## config.mk

```make
export PLATFORM = sky130hd
export DESIGN_NAME = char_lcd_nibble_expander_driver
export DESIGN_NICKNAME = d
export VERILOG_FILES = /design/src/rtl/clcd_pkg.sv /design/src/rtl/clcd_datapath.sv /design/src/rtl/clcd_ctrl.sv /design/src/rtl/char_lcd_nibble_expander_driver.sv
export SDC_FILE = /design/constraint.sdc
export NUM_CORES = 1
export LEC_CHECK = 0
export ABC_AREA = 1
export BUFFER_PORTS_ARGS = -buffer_cell sky130_fd_sc_hd__buf_4
export CAP_MARGIN = 10
export CELL_PAD_IN_SITES_DETAIL_PLACEMENT = 1
export CELL_PAD_IN_SITES_GLOBAL_PLACEMENT = 2
export CORE_UTILIZATION = 35
export DETAILED_ROUTE_END_ITERATION = 10
export GPL_TIMING_DRIVEN = 1
export PLACE_DENSITY = 0.89
export SLEW_MARGIN = 20
export SYNTH_ARGS = -nofsm -noshare
export SYNTH_HDL_FRONTEND = slang
export SYNTH_HIERARCHICAL = 1
export SYNTH_SLANG_ARGS = --single-unit
```

## constraint.sdc

```tcl
create_clock -name clk -period 3.5 [get_ports clk]
set_clock_uncertainty 0.2 [all_clocks]
set_input_delay 0.35 -clock clk [delete_from_list [all_inputs] [get_ports clk]]
set_output_delay 0.35 -clock clk [all_outputs]
set_load 0.02 [all_outputs]
```

## src/rtl/clcd_pkg.sv

```systemverilog
// Shared types, constants and command/status structs for the character LCD expander driver.
package clcd_pkg;

	localparam logic [1:0] REQ_CHAR  = 2'd0;
	localparam logic [1:0] REQ_CMD   = 2'd1;
	localparam logic [1:0] REQ_CLEAR = 2'd2;
	localparam logic [1:0] REQ_INIT  = 2'd3;

	localparam logic REG_CPL = 1'b0;
	localparam logic REG_BL  = 1'b1;

	localparam logic [6:0] CPL_RESET            = 7'd16;
	localparam logic       BL_RESET             = 1'b1;
	localparam logic [6:0] SECOND_LINE_ADDR_DEF = 7'd64;

	localparam logic [7:0] LCD_CLEAR     = 8'h01;
	localparam logic [7:0] LCD_HOME      = 8'h02;
	localparam logic [7:0] LCD_ENTRY     = 8'h06;
	localparam logic [7:0] LCD_DISP_ON   = 8'h0D;
	localparam logic [7:0] LCD_FUNC_SET  = 8'h2C;
	localparam logic [7:0] LCD_SET_DDRAM = 8'h80;
	localparam logic [7:0] RAW_BL_MASK   = 8'hF7;

	localparam int unsigned RAW_LEN = 8;

	typedef enum logic [2:0] {
		SRC_VALUE,
		SRC_HOME,
		SRC_ADDR,
		SRC_CLEAR,
		SRC_ADDR0,
		SRC_FSET,
		SRC_DON,
		SRC_ENTRY
	} src_t;

	typedef struct packed {
		logic       accept;
		logic       load;
		logic       raw;
		logic [2:0] raw_idx;
		src_t       src;
		logic       rs;
		logic [1:0] phase;
		logic       last;
	} ctl_cmd_t;

	typedef struct packed {
		logic wrap;
		logic out_free;
	} dp_stat_t;

	// Power-up wake sequence, sent as raw expander bytes.
	function automatic logic [7:0] init_raw(input logic [2:0] idx);
		logic [7:0] b;
		case (idx)
			3'd6:    b = 8'h2C;
			3'd7:    b = 8'h28;
			default: b = idx[0] ? 8'h38 : 8'h3C;
		endcase
		return b;
	endfunction

endpackage

```

## src/rtl/clcd_datapath.sv

```systemverilog
// Datapath: config registers, cursor state, byte/nibble formatting and output register.
module clcd_datapath import clcd_pkg::*; #(
	parameter logic [6:0] SECOND_LINE_ADDR = SECOND_LINE_ADDR_DEF
) (
	input  logic       clk,
	input  logic       arst_n,
	input  ctl_cmd_t   cmd,
	output dp_stat_t   stat,
	input  logic       cfg_we,
	input  logic       cfg_index,
	input  logic [6:0] cfg_data,
	input  logic [7:0] value,
	input  logic [1:0] req_type,
	output logic       m_tvalid,
	input  logic       m_tready,
	output logic [7:0] m_tdata,
	output logic       m_tlast
);

	logic [6:0] cpl_q;
	logic       bl_q;
	logic [6:0] col_q;
	logic       line_q;
	logic       wrap_q;
	logic [7:0] value_q;
	logic       out_valid_q;
	logic [7:0] out_byte_q;
	logic       out_last_q;

	logic [7:0] next_col;
	logic       wrap_now;
	logic [7:0] cur_byte;
	logic [3:0] nib;
	logic [7:0] fmt_byte;
	logic [7:0] raw_byte;

	assign next_col = {1'b0, col_q} + 8'd1;
	assign wrap_now = next_col >= {1'b0, cpl_q};

	always_comb begin
		case (cmd.src)
			SRC_VALUE: cur_byte = value_q;
			SRC_HOME:  cur_byte = LCD_HOME;
			SRC_ADDR:  cur_byte = LCD_SET_DDRAM | {1'b0, (line_q ? SECOND_LINE_ADDR : 7'd0)};
			SRC_CLEAR: cur_byte = LCD_CLEAR;
			SRC_ADDR0: cur_byte = LCD_SET_DDRAM;
			SRC_FSET:  cur_byte = LCD_FUNC_SET;
			SRC_DON:   cur_byte = LCD_DISP_ON;
			SRC_ENTRY: cur_byte = LCD_ENTRY;
			default:   cur_byte = LCD_SET_DDRAM;
		endcase
	end

	// phase[1] picks the low nibble, phase[0] drops enable
	assign nib      = cmd.phase[1] ? cur_byte[3:0] : cur_byte[7:4];
	assign fmt_byte = {nib, bl_q, ~cmd.phase[0], 1'b0, cmd.rs};
	assign raw_byte = (init_raw(cmd.raw_idx) & RAW_BL_MASK) | {4'b0000, bl_q, 3'b000};

	always_ff @(posedge clk or negedge arst_n) begin
		if (!arst_n) begin
			cpl_q  <= CPL_RESET;
			bl_q   <= BL_RESET;
			col_q  <= '0;
			line_q <= 1'b0;
			wrap_q <= 1'b0;
		end else begin
			if (cfg_we) begin
				if (cfg_index == REG_CPL) cpl_q <= cfg_data;
				else                      bl_q  <= cfg_data[0];
			end
			if (cmd.accept) begin
				case (req_type)
					REQ_CHAR: begin
						wrap_q <= wrap_now;
						if (wrap_now) begin
							col_q  <= '0;
							line_q <= ~line_q;
						end else begin
							col_q <= next_col[6:0];
						end
					end
					REQ_CMD: wrap_q <= 1'b0;
					default: begin
						wrap_q <= 1'b0;
						col_q  <= '0;
						line_q <= 1'b0;
					end
				endcase
			end
		end
	end

	always_ff @(posedge clk) begin
		if (cmd.accept) value_q <= value;
		if (cmd.load) begin
			out_byte_q <= cmd.raw ? raw_byte : fmt_byte;
			out_last_q <= cmd.last;
		end
	end

	always_ff @(posedge clk or negedge arst_n) begin
		if (!arst_n) out_valid_q <= 1'b0;
		else if (cmd.load) out_valid_q <= 1'b1;
		else if (m_tready) out_valid_q <= 1'b0;
	end

	assign stat.wrap     = wrap_q;
	assign stat.out_free = !out_valid_q || m_tready;
	assign m_tvalid      = out_valid_q;
	assign m_tdata       = out_byte_q;
	assign m_tlast       = out_last_q;

endmodule

```

## src/rtl/clcd_ctrl.sv

```systemverilog
// Controller: sequences raw init bytes and the nibble transactions of each LCD byte.
module clcd_ctrl import clcd_pkg::*; (
	input  logic       clk,
	input  logic       arst_n,
	input  logic       s_tvalid,
	output logic       s_tready,
	input  logic [1:0] req_type,
	input  dp_stat_t   stat,
	output ctl_cmd_t   cmd
);

	typedef enum logic [2:0] {
		S_IDLE = 3'b001,
		S_RAW  = 3'b010,
		S_NIB  = 3'b100
	} state_t;

	state_t     state_q;
	logic [1:0] req_q;
	logic [2:0] raw_q;
	logic [2:0] step_q;
	logic [1:0] phase_q;

	src_t src;
	logic rs;
	logic last_step;
	logic accept;
	logic adv;

	assign s_tready = (state_q == S_IDLE);
	assign accept   = s_tvalid && s_tready;
	assign adv      = stat.out_free;

	always_comb begin
		rs = 1'b0;
		case (req_q)
			REQ_CHAR: begin
				rs        = (step_q == 3'd0);
				src       = (step_q == 3'd0) ? SRC_VALUE :
				            (step_q == 3'd1) ? SRC_HOME : SRC_ADDR;
				last_step = stat.wrap ? (step_q == 3'd2) : (step_q == 3'd0);
			end
			REQ_CMD: begin
				src       = SRC_VALUE;
				last_step = 1'b1;
			end
			REQ_CLEAR: begin
				src       = (step_q == 3'd0) ? SRC_CLEAR : SRC_ADDR0;
				last_step = (step_q == 3'd1);
			end
			default: begin
				case (step_q)
					3'd0:    src = SRC_CLEAR;
					3'd1:    src = SRC_ADDR0;
					3'd2:    src = SRC_FSET;
					3'd3:    src = SRC_DON;
					default: src = SRC_ENTRY;
				endcase
				last_step = (step_q == 3'd4);
			end
		endcase
	end

	assign cmd.accept  = accept;
	assign cmd.load    = adv && (state_q == S_RAW || state_q == S_NIB);
	assign cmd.raw     = (state_q == S_RAW);
	assign cmd.raw_idx = raw_q;
	assign cmd.src     = src;
	assign cmd.rs      = rs;
	assign cmd.phase   = phase_q;
	assign cmd.last    = (state_q == S_NIB) && (phase_q == 2'd3) && last_step;

	always_ff @(posedge clk or negedge arst_n) begin
		if (!arst_n) begin
			state_q <= S_IDLE;
			req_q   <= REQ_CHAR;
			raw_q   <= '0;
			step_q  <= '0;
			phase_q <= '0;
		end else begin
			case (state_q)
				S_IDLE: begin
					if (accept) begin
						req_q   <= req_type;
						raw_q   <= '0;
						step_q  <= '0;
						phase_q <= '0;
						state_q <= (req_type == REQ_INIT) ? S_RAW : S_NIB;
					end
				end
				S_RAW: begin
					if (adv) begin
						raw_q <= raw_q + 3'd1;
						if (raw_q == 3'(RAW_LEN - 1)) state_q <= S_NIB;
					end
				end
				S_NIB: begin
					if (adv) begin
						phase_q <= phase_q + 2'd1;
						if (phase_q == 2'd3) begin
							step_q <= step_q + 3'd1;
							if (last_step) state_q <= S_IDLE;
						end
					end
				end
				default: state_q <= S_IDLE;
			endcase
		end
	end

	a_no_load_idle: assert property (@(posedge clk) disable iff (!arst_n)
		cmd.load |-> state_q != S_IDLE)
		else $error("output load while idle");

	a_accept_leaves_idle: assert property (@(posedge clk) disable iff (!arst_n)
		accept |=> state_q != S_IDLE)
		else $error("accepted request did not start");

	a_last_ends: assert property (@(posedge clk) disable iff (!arst_n)
		(cmd.load && cmd.last) |=> state_q == S_IDLE)
		else $error("last transaction did not end the request");

	a_raw_phase: assert property (@(posedge clk) disable iff (!arst_n)
		state_q == S_RAW |-> (phase_q == 2'd0 && step_q == 3'd0))
		else $error("nibble counters moved during raw sequence");

endmodule

```

## src/rtl/char_lcd_nibble_expander_driver.sv

```systemverilog
// Top level of the character LCD driver for a port expander in 4-bit mode.
// One request is taken per idle cycle; its expander bytes then leave at up to one
// transaction per cycle through a single output register, and no new request is taken
// until its last byte has been loaded: a character gives 4 bytes (12 when the line wraps),
// a raw command 4, a clear 8 and the init sequence 28. The output register and the
// downstream tready set the pace.
module char_lcd_nibble_expander_driver import clcd_pkg::*; #(
	parameter logic [6:0] SECOND_LINE_ADDR = SECOND_LINE_ADDR_DEF
) (
	input  logic       clk,
	input  logic       arst_n,
	input  logic       cfg_we,
	input  logic       cfg_index,
	input  logic [6:0] cfg_data,
	input  logic       s_tvalid,
	output logic       s_tready,
	input  logic [7:0] s_tdata,   // [7:0] value
	input  logic [1:0] s_tuser,   // [1:0] req_type
	output logic       m_tvalid,
	input  logic       m_tready,
	output logic [7:0] m_tdata,   // [7:0] expander_byte
	output logic       m_tlast
);

	ctl_cmd_t cmd;
	dp_stat_t stat;

	clcd_ctrl u_ctrl (
		.clk      (clk),
		.arst_n   (arst_n),
		.s_tvalid (s_tvalid),
		.s_tready (s_tready),
		.req_type (s_tuser),
		.stat     (stat),
		.cmd      (cmd)
	);

	clcd_datapath #(
		.SECOND_LINE_ADDR (SECOND_LINE_ADDR)
	) u_dp (
		.clk       (clk),
		.arst_n    (arst_n),
		.cmd       (cmd),
		.stat      (stat),
		.cfg_we    (cfg_we),
		.cfg_index (cfg_index),
		.cfg_data  (cfg_data),
		.value     (s_tdata),
		.req_type  (s_tuser),
		.m_tvalid  (m_tvalid),
		.m_tready  (m_tready),
		.m_tdata   (m_tdata),
		.m_tlast   (m_tlast)
	);

endmodule
```

==> summary.md, run 1 <==
| Metric | Value |
|---|---|
| Routed Antenna Nets | 0 |
| Global-route wire length before repair | 10.72 mm |
| Input/output buffers | 32 |
| Critical Path AT | 2480 ps |
| Setup Buffers After CTS | 0 |
| Post-synth EDFFs | 16 |
| Setup crit start kind | register |
| Vias per inst | 4.839 |
| Warnings from Yosys | 6 |
| Cells after DPL | 443 |
| Root Buffer | clkbuf_8 |
| N_diodes | 0 |
| Unique masters post-synth | 40 |
| Layout Nets | roughly 400 |
| Status | complete, no violations |
| Overall routing resource usage | 0.1638 |
| Pins Over Slew Limit | 0 |
| Req. time, crit path | 3370 ps |
| Final Hold Vio Count | 0 |
| Slew margin rel. | 0.4604 |
| Crit Path Category | register to register |
| Die H | around 90 um |
| Initial antenna violation count | 0 |
| Crit. End Element | register |
| Mapped Nets | about 360 |
| Cell taking the most area after synthesis | dfrtp_1 |
| Slew at the pin with the worst max-slew slack | 796.9 ps |
| Worst Path Max Fanout | 9 |
| IO Count | 34 |
| Final min period | between 2000 and 3000 ps |
| Worst VDD drop | 0.0002362 V |
| DR vias | 2221 |
| Post-Route WL | 6.177 mm |
| Asr flop ratio synth | 0.6596 |
| DRT Pass-1 Iters | 4 |
| Post-Synthesis Cell Area | about 2700 sq um |
| Share of cells above drive strength 1 | 0.2028 |
| RSZ-0062 raised after global routing | false |
| Hold depth | 2 |
| Util after Layout | 0.4340 |
| Synth cell count leaders | nand2_1 (76), inv_1 (43), dfrtp_1 (28), nand3_1 (28), nor2_1 (19) |
| Number of global-route vias before repair | ~2300 |
| Count leader, synth | nand2_1 |
| Post-route non-filler standard cell count | roughly 460 |
| Area Overhead vs Synth | 17.90% |
| Synth top area share | 0.2583 |
| Post-CTS Resized | 0 |
| TritonCTS clock tree | yes |
| Rows | 31 |
| RePlAce Congestion | 0.8145 |
| H-tree Lvls | 2 |
| Largest net degree at the start of global routing | 32 |
| Initial Utilization | 0.3681 |
| Clock tree sinks | 47 |
| First DRT Iteration DRCs | 79 |
| GRT Residual Overflow | 0 |
| DR WL/cell | about 13 um |
| P per Cell Area | between 600 and 700 nW/um^2 |
| Post-Synthesis Cells | 319 |
| R2R depth | 9 |
| Fmax | ~380 MHz |
| FF+latch count, synth | 47 |
| Max_cap viols | 0 |
| Chip width | between 90 and 100 um |
| Num CTS Buffers | 5 |
| Synth top area cells | dfrtp_1 (26%), edfxtp_1 (18%), nand2_1 (11%), ha_1 (7.4%), inv_1 (6.0%) |
| Worst hold margin | 9.373 ps |
| Final setup violation count | 0 |
| Fin crit share | 0.7442 |
| Hold Path Class | input pin to register |
| DRC | 0 |
| Clock buffer depth | 2 |
| Clock slew at reported path FFs | 100 ps |
| Post-synthesis average cell area | roughly 8.5 sq um |
| Sequential share of the synthesized area | 0.4645 |
| Core ar. | about 7400 sq um |
| Worst skew pair latency | 310 ps |
| Cts hold-fix bufs | 7 |
| DP HPWL | between 4 and 5 mm |
| Die Area | a little over 8000 sq um |
| Fin Setup TNS | 0 ps |
| P_leak | ~1.6 nW |
| Ys flop type | dfrtp_1 |
-- layer usage --
| layer | global-route usage | share of wire | up-vias |
|---|---|---|---|
| met5 | 0 | 0 | - |
| met4 | 0.04839 | 0.014 | 0 |
| met3 | 0.03046 | 0.036 | 7 |
| met2 | 0.2786 | 0.49 | 39 |
| met1 | 0.2114 | 0.46 | 1055 |
| li1 | - | - | 1120 |
-- cells in the final DEF (no fill, tap or decap), types with 3 or more instances in the layout --
master	count
nand2_1	76
inv_1	43
buf_4	32
nand3_1	28
dfrtp_1	28
nor2_1	19
ha_1	16
edfxtp_1	16
o21ai_0	13
inv_2	11
a21oi_1	9
dlygate4sd3_1	8
o21ai_1	7
nand4_1	7
clkbuf_8	5
nand3_2	5
dfstp_2	3
o22ai_1	3
-- per-stage QoR --
step / power (mW) / worst slack (ps) / cell area (sq um)
after floorplan: 1.590 / 897.7 / 2713
after global placement: 1.821 / 675.2 / 3025
after detailed placement: 1.861 / 558.6 / 3025
after CTS: 2.223 / 572.4 / 3188
after global routing: 2.387 / 601.8 / 3198
final: 2.201 / 895.4 / 3198
-- worst max-delay path, cell delays in order (launching register included) --
cell      delay (ps)
dfrtp_1          420
inv_1             80
ha_1             230
inv_1             60
nor2_1            60
o311ai_1         710
nor2_4           150
nand3_1          120
o211ai_1          90
a211o_1          260
-- power by group --
group          leakage (nW)  total, mW  switching (mW)  internal [mW]
sequential            0.545      0.829          0.0901          0.739
combinational         0.967       1.02           0.663          0.356
clock                0.0408      0.353           0.209          0.143
total                  1.55       2.20           0.962           1.24
-- cell type report --
type,instances,area [sq um]
fill,919,4172
timing repair buffer,40,320.3
multi-input combinational,211,1199
tap,99,123.9
inverter,54,202.7
sequential,47,1260
clock buffer,5,68.82
clock inverter,3,23.77
-- registers in the layout, indices dropped and copies added (netlist names), 2 cells and up --
name            flops
u_dp/m_tdata        7
u_ctrl/step_q       3
u_dp/value_q        8
u_ctrl/req_q        2
u_dp/cpl_q          7
u_ctrl/phase_q      2
u_ctrl/raw_q        3
u_dp/col_q          7
u_ctrl/state_q      3
-- kinds of logic after synthesis --
family,after synthesis,share of synthesized area
simple gates,148,0.2611
mux,1,0.003690
other cells,1,0.001382
flops,47,0.4645
xor+xnor,2,0.009227
fa+ha+maj,16,0.07380
buf+inv,61,0.09363
compound gates,43,0.09271
-- worst paths after layout --
| path | startpoint | end | slack, ps |
|---|---|---|---|
| max in group asynchronous | arst_n | u_ctrl/state_q[0]$_DFFE_PN1P_ | 2470 |
| min | cfg_index | u_dp/bl_q$_DFFE_PN1P_ | 9 |
| min reg2reg | u_dp/line_q$_DFFE_PN0P_ | u_dp/line_q$_DFFE_PN0P_ | 290 |
| min in group asynchronous | arst_n | u_dp/cpl_q[2]$_DFFE_PN0P_ | 310 |
| max | u_ctrl/step_q[0]$_DFFE_PN0P_ | u_dp/m_tdata[5]$_SDFFCE_PP1P_ | 900 |
| max reg2reg | u_ctrl/step_q[0]$_DFFE_PN0P_ | u_dp/m_tdata[5]$_SDFFCE_PP1P_ | 900 |
No activity file was read; power rests on OpenSTA's default activity.
==> run 2: changes to the inputs <==
- clock period: 3.5 -> 2.7 ns (I/O delays scaled with it)
==> run 2 against run 1 <==
Compared with the run above: wire length is 4.4% higher; cell area up 5.6%; utilization is 2.4 points higher; combinational power up 50%; clock-buffer cell count unchanged; worst hold slack worse by 0.55 ps; via count up 3.2%; maximum frequency is essentially flat; critical path type unchanged; largest power group unchanged.
==> summary.md, run 2 (synthesized netlist as in run 1, its figures left out) <==
| Metric | Value |
|---|---|
| Root Buffer | clkbuf_8 (unchanged) |
| Post-Route WL | 6.451 mm (was 6.177 mm) |
| Pins Over Slew Limit | 0 (unchanged) |
| H-tree Lvls | 2 (unchanged) |
| DR vias | 2292 (was 2221) |
| Crit. End Element | register (unchanged) |
| Worst VDD drop | 0.0003126 V (was 0.0002362 V) |
| Layout Nets | 418 (was 398) |
| Crit Path Category | register to register (unchanged) |
| RePlAce Congestion | 0.8278 (was 0.8145) |
| Core ar. | 7370 sq um (unchanged) |
| First DRT Iteration DRCs | 63 (was 79) |
| Global-route wire length before repair | 10.71 mm (was 10.72 mm) |
| Clock tree sinks | 47 (unchanged) |
| Most common cell after layout, fill and taps aside | nand2_1 (unchanged) |
| Worst skew pair latency | 310 ps (about the same) |
| Slew margin rel. | 0.5657 (was 0.4604) |
| Req. time, crit path | 2570 ps (was 3370 ps) |
| Register share of total power | 0.353 (was 0.377) |
| Final setup violation count | 0 (unchanged) |
| Hold Path Class | input pin to register (unchanged) |
| Final Hold Vio Count | 0 (unchanged) |
| Highest-count cells in the layout ignoring fill and taps | nand2_1 (76), buf_4 (43), inv_1 (42) (was nand2_1 (76), inv_1 (43), buf_4 (32)) |
| TritonCTS clock tree | yes (unchanged) |
| DRT Pass-1 Iters | 4 (unchanged) |
| Slew at the pin with the worst max-slew slack | 650.3 ps (was 796.9 ps) |
| Critical Path AT | 2470 ps (was 2480 ps) |
| Switching Share | 0.4303 (was 0.4373) |
| Die Area | 8106 sq um (unchanged) |
| Share of cells above drive strength 1 | 0.2316 (was 0.2028) |
| Combinational Power Share | 0.504 (was 0.463) |
| N_diodes | 0 (unchanged) |
| Largest net degree at the start of global routing | 32 (unchanged) |
| Vias per inst | 4.785 (was 4.839) |
| Sequential Area | 1260 sq um (unchanged) |
| Internal power | 1.724 mW (was 1.238 mW) |
| Pwr Total | 3.027 mW (was 2.201 mW) |
| Rows | 31 (unchanged) |
| Initial Utilization | 0.3681 (unchanged) |
| DP HPWL | 4.795 mm (was 4.709 mm) |
| Overall routing resource usage | 0.1645 (was 0.1638) |
| Switching Power | 1.302 mW (was 0.9624 mW) |
| Area Overhead vs Synth | 24.45% (was 17.90%) |
| Num CTS Buffers | 5 (unchanged) |
| Setup crit start kind | register (unchanged) |
| Status | complete, no violations (unchanged) |
| Largest register FFs | 8 (unchanged) |
| Initial antenna violation count | 0 (unchanged) |
| Clock slew at reported path FFs | 90 ps (was 100 ps) |
| P per Cell Area | 896.5 nW/um^2 (was 688.2 nW/um^2) |
| IO Count | 34 (unchanged) |
| GRT Residual Overflow | 0 (unchanged) |
| Filler Cell Count | 899 (was 919) |
| Clk pwr share | 0.142 (was 0.160) |
| Die H | 90.04 um (unchanged) |
| Number of global-route vias before repair | 2320 (was 2309) |
| Worst hold margin | 8.826 ps (was 9.373 ps) |
| Chip width | 90.04 um (unchanged) |
| Fin Setup TNS | 0 ps (unchanged) |
| DRC | 0 (unchanged) |
| P_leak | 1.645 nW (was 1.552 nW) |
| Routed Antenna Nets | 0 (unchanged) |
| Max_cap viols | 0 (unchanged) |
| DR WL/cell | 13.47 um (was 13.46 um) |
| Clock buffer depth | 2 (unchanged) |
| Final min period | 2604 ps (was 2605 ps) |
| Largest Register | u_dp/value_q (unchanged) |
| Fmax | 384.1 MHz (was 383.9 MHz) |
| Worst Path Max Fanout | 4 (was 9) |
| Fin crit share | 0.9643 (was 0.7442) |
| Input/output buffers | 32 (unchanged) |
| Multi-input logic area | 1217 sq um (was 1199 sq um) |
==> run 2: what timing repair did <==
| action | CTS | global route |
|---|---|---|
| setup buffers | 0 | 3 |
| pin swaps | 0 | 2 |
| gates resized for setup | 1 | 3 |
| cloned | 0 | 1 |
| hold buffers | 16 | 0 |
| hold endpoints to repair | 42 | 0 |
| setup endpoints to repair | 4 | 3 |
==> run 2: layout make-up <==
class | count | area share
Clock buffer | 5 | 0.02039
Multi-Input combinational cell | 212 | 0.3606
Timing Repair Buffer | 59 | 0.1431
Inverter | 54 | 0.06004
Sequential cell | 47 | 0.3732
Tap cell | 99 | 0.03669
Clock inverter | 3 | 0.005930
==> run 2: final timing paths <==
path	start	end	slack (ps)	depth (start not counted)
worst min register to register	u_dp/line_q$_DFFE_PN0P_	u_dp/line_q$_DFFE_PN0P_	280	2
worst min-delay path	cfg_data[5]	u_dp/cpl_q[5]$_DFFE_PN0P_	9	3
worst max-delay path	u_ctrl/step_q[0]$_DFFE_PN0P_	u_dp/m_tdata[5]$_SDFFCE_PP1P_	100	13
min in group asynchronous	arst_n	u_ctrl/req_q[1]$_DFFE_PN0P_	240	2
max in group asynchronous	arst_n	u_ctrl/state_q[0]$_DFFE_PN1P_	1730	2
worst max register to register	u_ctrl/step_q[0]$_DFFE_PN0P_	u_dp/m_tdata[5]$_SDFFCE_PP1P_	100	13
==> run 2: power by group through the flow <==
stage,clock [mW],combinational (mW),sequential [mW]
after detailed placement,0,1.41,1.09
after floorplan,0,0.943,1.12
after global placement,0,1.35,1.08
after global routing,0.475,1.72,1.09
final,0.430,1.53,1.07
after CTS,0.452,1.44,1.07
==> run 2: per-layer routing <==
metal,global-route usage,wire [um],vias up
met5,0,0,-
met4,0.04032,70,0
met3,0.03299,207,8
met2,0.2888,3223,41
met1,0.2062,2950,1081
li1,-,-,1162
==> run 2: through the flow <==
step	utilization	area, sq um	setup slack, ps	std cells
2_1_floorplan	-	2713	97.70	319
3_3_place_gp	0.4187	3085	-45.92	451
3_5_place_dp	0.4187	3085	-238.3	451
4_1_cts	0.4525	3334	70.58	475
5_1_grt	0.4581	3376	-77.15	479
6_report	0.4581	3376	96.33	479
==> run 2: critical path: stages, from the launching register on <==
cell      delay, ps
dfrtp_1         380
inv_1            80
ha_1            220
inv_1            70
nor2_1           60
buf_4           150
inv_1           100
nand2_1          60
o21ai_0         240
nand3_2         180
buf_4           190
nand2_1          80
o211ai_1         90
a211o_1         260
==> run 3: changes to the inputs <==
- RECOVER_POWER: unset -> 100
==> run 3 against run 2 <==
Compared with the run above: the run now ends with max-capacitance violations, max-slew violations left; die area stayed put; largest power group unchanged; largest cell class unchanged; non-clock buffer count unchanged; critical path depth is the same; wire length about the same; utilization fell by 1.0 points; global-route usage did not move.
==> summary.md, run 3 (synthesized netlist as in run 1, its figures left out) <==
| Metric | Value |
|---|---|
| Largest register FFs | 8 (unchanged) |
| Vias per inst | 4.783 (was 4.785) |
| GRT Residual Overflow | 0 (unchanged) |
| Largest net degree at the start of global routing | 32 (unchanged) |
| Crit Path Category | register to register (unchanged) |
| Pwr Total | 2.932 mW (was 3.027 mW) |
| DR vias | 2291 (was 2292) |
| Final min period | 2601 ps (was 2604 ps) |
| Core ar. | 7370 sq um (unchanged) |
| Util after Layout | 0.4479 (was 0.4581) |
| Die H | 90.04 um (unchanged) |
| RePlAce Congestion | 0.8278 (unchanged) |
| Status | finished, violations left (was complete, no violations) |
| Final setup violation count | 0 (unchanged) |
| Hold depth | 3 (unchanged) |
| Number of global-route vias before repair | 2320 (unchanged) |
| Failing checks | max-capacitance violations, max-slew violations |
| DP HPWL | 4.795 mm (unchanged) |
| Fin crit share | 0.9635 (was 0.9643) |
| DRT Pass-1 Iters | 4 (unchanged) |
| Post-DP Area | 3085 sq um (unchanged) |
| Pins Over Slew Limit | 32 (was 0) |
| Routed Antenna Nets | 0 (unchanged) |
| P_leak | 1.598 nW (was 1.645 nW) |
| Worst skew pair latency | 310 ps (about the same) |
| Global-route wire length before repair | 10.71 mm (unchanged) |
| Clock slew at reported path FFs | 90 ps (about the same) |
| Hold path startpoint | cfg_data[5] (unchanged) |
| Clock buffer depth | 2 (unchanged) |
| P per Cell Area | 888.3 nW/um^2 (was 896.5 nW/um^2) |
| R2r startpoint | u_ctrl/step_q[0]$_DFFE_PN0P_ (unchanged) |
| Area Overhead vs Synth | 21.68% (was 24.45%) |
| Setup crit start kind | register (unchanged) |
| Max_cap viols | 1 (was 0) |
| Req. time, crit path | 2570 ps (about the same) |
| Die Area | 8106 sq um (unchanged) |
| Fmax | 384.4 MHz (was 384.1 MHz) |
| Layout Nets | 418 (unchanged) |
| DRC | 0 (unchanged) |
| Post-Route WL | 6.454 mm (was 6.451 mm) |
| Critical Path AT | 2470 ps (about the same) |
| R2R Path End | u_dp/m_tdata[5]$_SDFFCE_PP1P_ (unchanged) |
| Root Buffer | clkbuf_8 (unchanged) |
| Crit path launch | u_ctrl/step_q[0]$_DFFE_PN0P_ (unchanged) |
| Reg-to-reg setup timing slack | 100 ps (about the same) |
| Fin area | 3301 sq um (was 3376 sq um) |
| Slew at the pin with the worst max-slew slack | 1753 ps (was 650.3 ps) |
| TritonCTS clock tree | yes (unchanged) |
| DR WL/cell | 13.47 um (about the same) |
| Overall routing resource usage | 0.1645 (unchanged) |
| Share of cells above drive strength 1 | 0.1658 (was 0.2316) |
| Slew margin rel. | -0.1686 (was 0.5657) |
| IO Count | 34 (unchanged) |
| Final Hold Vio Count | 0 (unchanged) |
| Chip width | 90.04 um (unchanged) |
| Highest-count cells in the layout ignoring fill and taps | nand2_1 (77), inv_1 (47), nand3_1 (31) (was nand2_1 (76), buf_4 (43), inv_1 (42)) |
| Crit. End Element | register (unchanged) |
| R2R depth | 13 (unchanged) |
| Hold Path Class | input pin to register (unchanged) |
| Num CTS Buffers | 5 (unchanged) |
| Largest Register | u_dp/value_q (unchanged) |
| H-tree Lvls | 2 (unchanged) |
| Most common cell after layout, fill and taps aside | nand2_1 (unchanged) |
| Worst VDD drop | 0.0003067 V (was 0.0003126 V) |
| Worst Path Max Fanout | 4 (unchanged) |
| Initial antenna violation count | 0 (unchanged) |
| Hold path endpoint | u_dp/cpl_q[5]$_DFFE_PN0P_ (unchanged) |
| Filler Cell Count | 909 (was 899) |
| Initial Utilization | 0.3681 (unchanged) |
| Input/output buffers | 32 (unchanged) |
| N_diodes | 0 (unchanged) |
| First DRT Iteration DRCs | 67 (was 63) |
| Clock tree sinks | 47 (unchanged) |
| Rows | 31 (unchanged) |
## run 3: cell types whose count changed in the layout (fill, tap and decap cells not counted), moves of 3 or more
cell	change
nand3_2	-4
inv_1	+5
clkbuf_1	+13
inv_2	-5
buf_4	-21
clkbuf_4	+8
nand3_1	+4
o21ai_0	+3
## run 3: power by group
group | internal, mW | total [mW] | switching (mW)
combinational | 0.518 | 1.44 | 0.922
sequential | 0.956 | 1.06 | 0.106
clock | 0.181 | 0.430 | 0.250
total | 1.65 | 2.93 | 1.28
## run 3: layer usage
layer  track usage  up-vias  wire (um)
met2        0.2888       33       3217
met3       0.03299        6        193
li1              -     1159          -
met5             0        -          0
met4       0.04032        0         63
met1        0.2062     1093       2979
## run 3: through the flow
step	cells	TNS [ps]	hold WS, ps	setup WS [ps]
6_report	479	0	8.859	98.55
5_1_grt	479	-225.1	31.07	-77.12
4_1_cts	475	0	2.250	70.58
3_5_place_dp	451	-774.6	46.09	-238.3
3_3_place_gp	451	-45.92	38.75	-45.92
2_1_floorplan	319	0	-225.6	97.70
## run 3: final cells by class
class	count	area, sq um	share of cell area
flip-flops and latches	47	1260	0.3817
inverters	54	202.7	0.06141
well taps	99	123.9	0.03753
clock buffers	5	68.82	0.02085
clock inverters	3	20.02	0.006065
repair buffers	59	434.2	0.1315
multi-input cells	212	1191	0.3609
## run 3: how the worst max path moves through the flow
stage	to	slack, ps	cells after the start
floorplan	u_dp/m_tdata[5]$_SDFFCE_PP1P_	100	9
global placement	u_dp/m_tdata[5]$_SDFFCE_PP1P_	-50	9
detailed placement	u_dp/m_tdata[5]$_SDFFCE_PP1P_	-240	9
CTS	u_dp/m_tdata[5]$_SDFFCE_PP1P_	70	9
global route	u_dp/m_tdata[6]$_SDFFCE_PP0P_	-80	13
finish	u_dp/m_tdata[5]$_SDFFCE_PP1P_	100	13
## run 3: worst max-delay path: stages, from the launching register on
cell      delay [ps]
dfrtp_1          380
inv_1             80
ha_1             210
inv_1             70
nor2_1            60
buf_4            140
inv_1            100
nand2_1           60
o21ai_0          240
nand3_2          180
buf_4            190
nand2_1           80
o211ai_1          90
a211o_1          260
## run 3: repair_timing
item,4_1_cts,5_1_grt
endpoints found under the hold margin,42,0
pin swaps,0,2
setup buffers,0,3
hold buffers,16,0
gates cloned,0,1
endpoints found under the setup margin,4,3
gates resized for setup,1,3
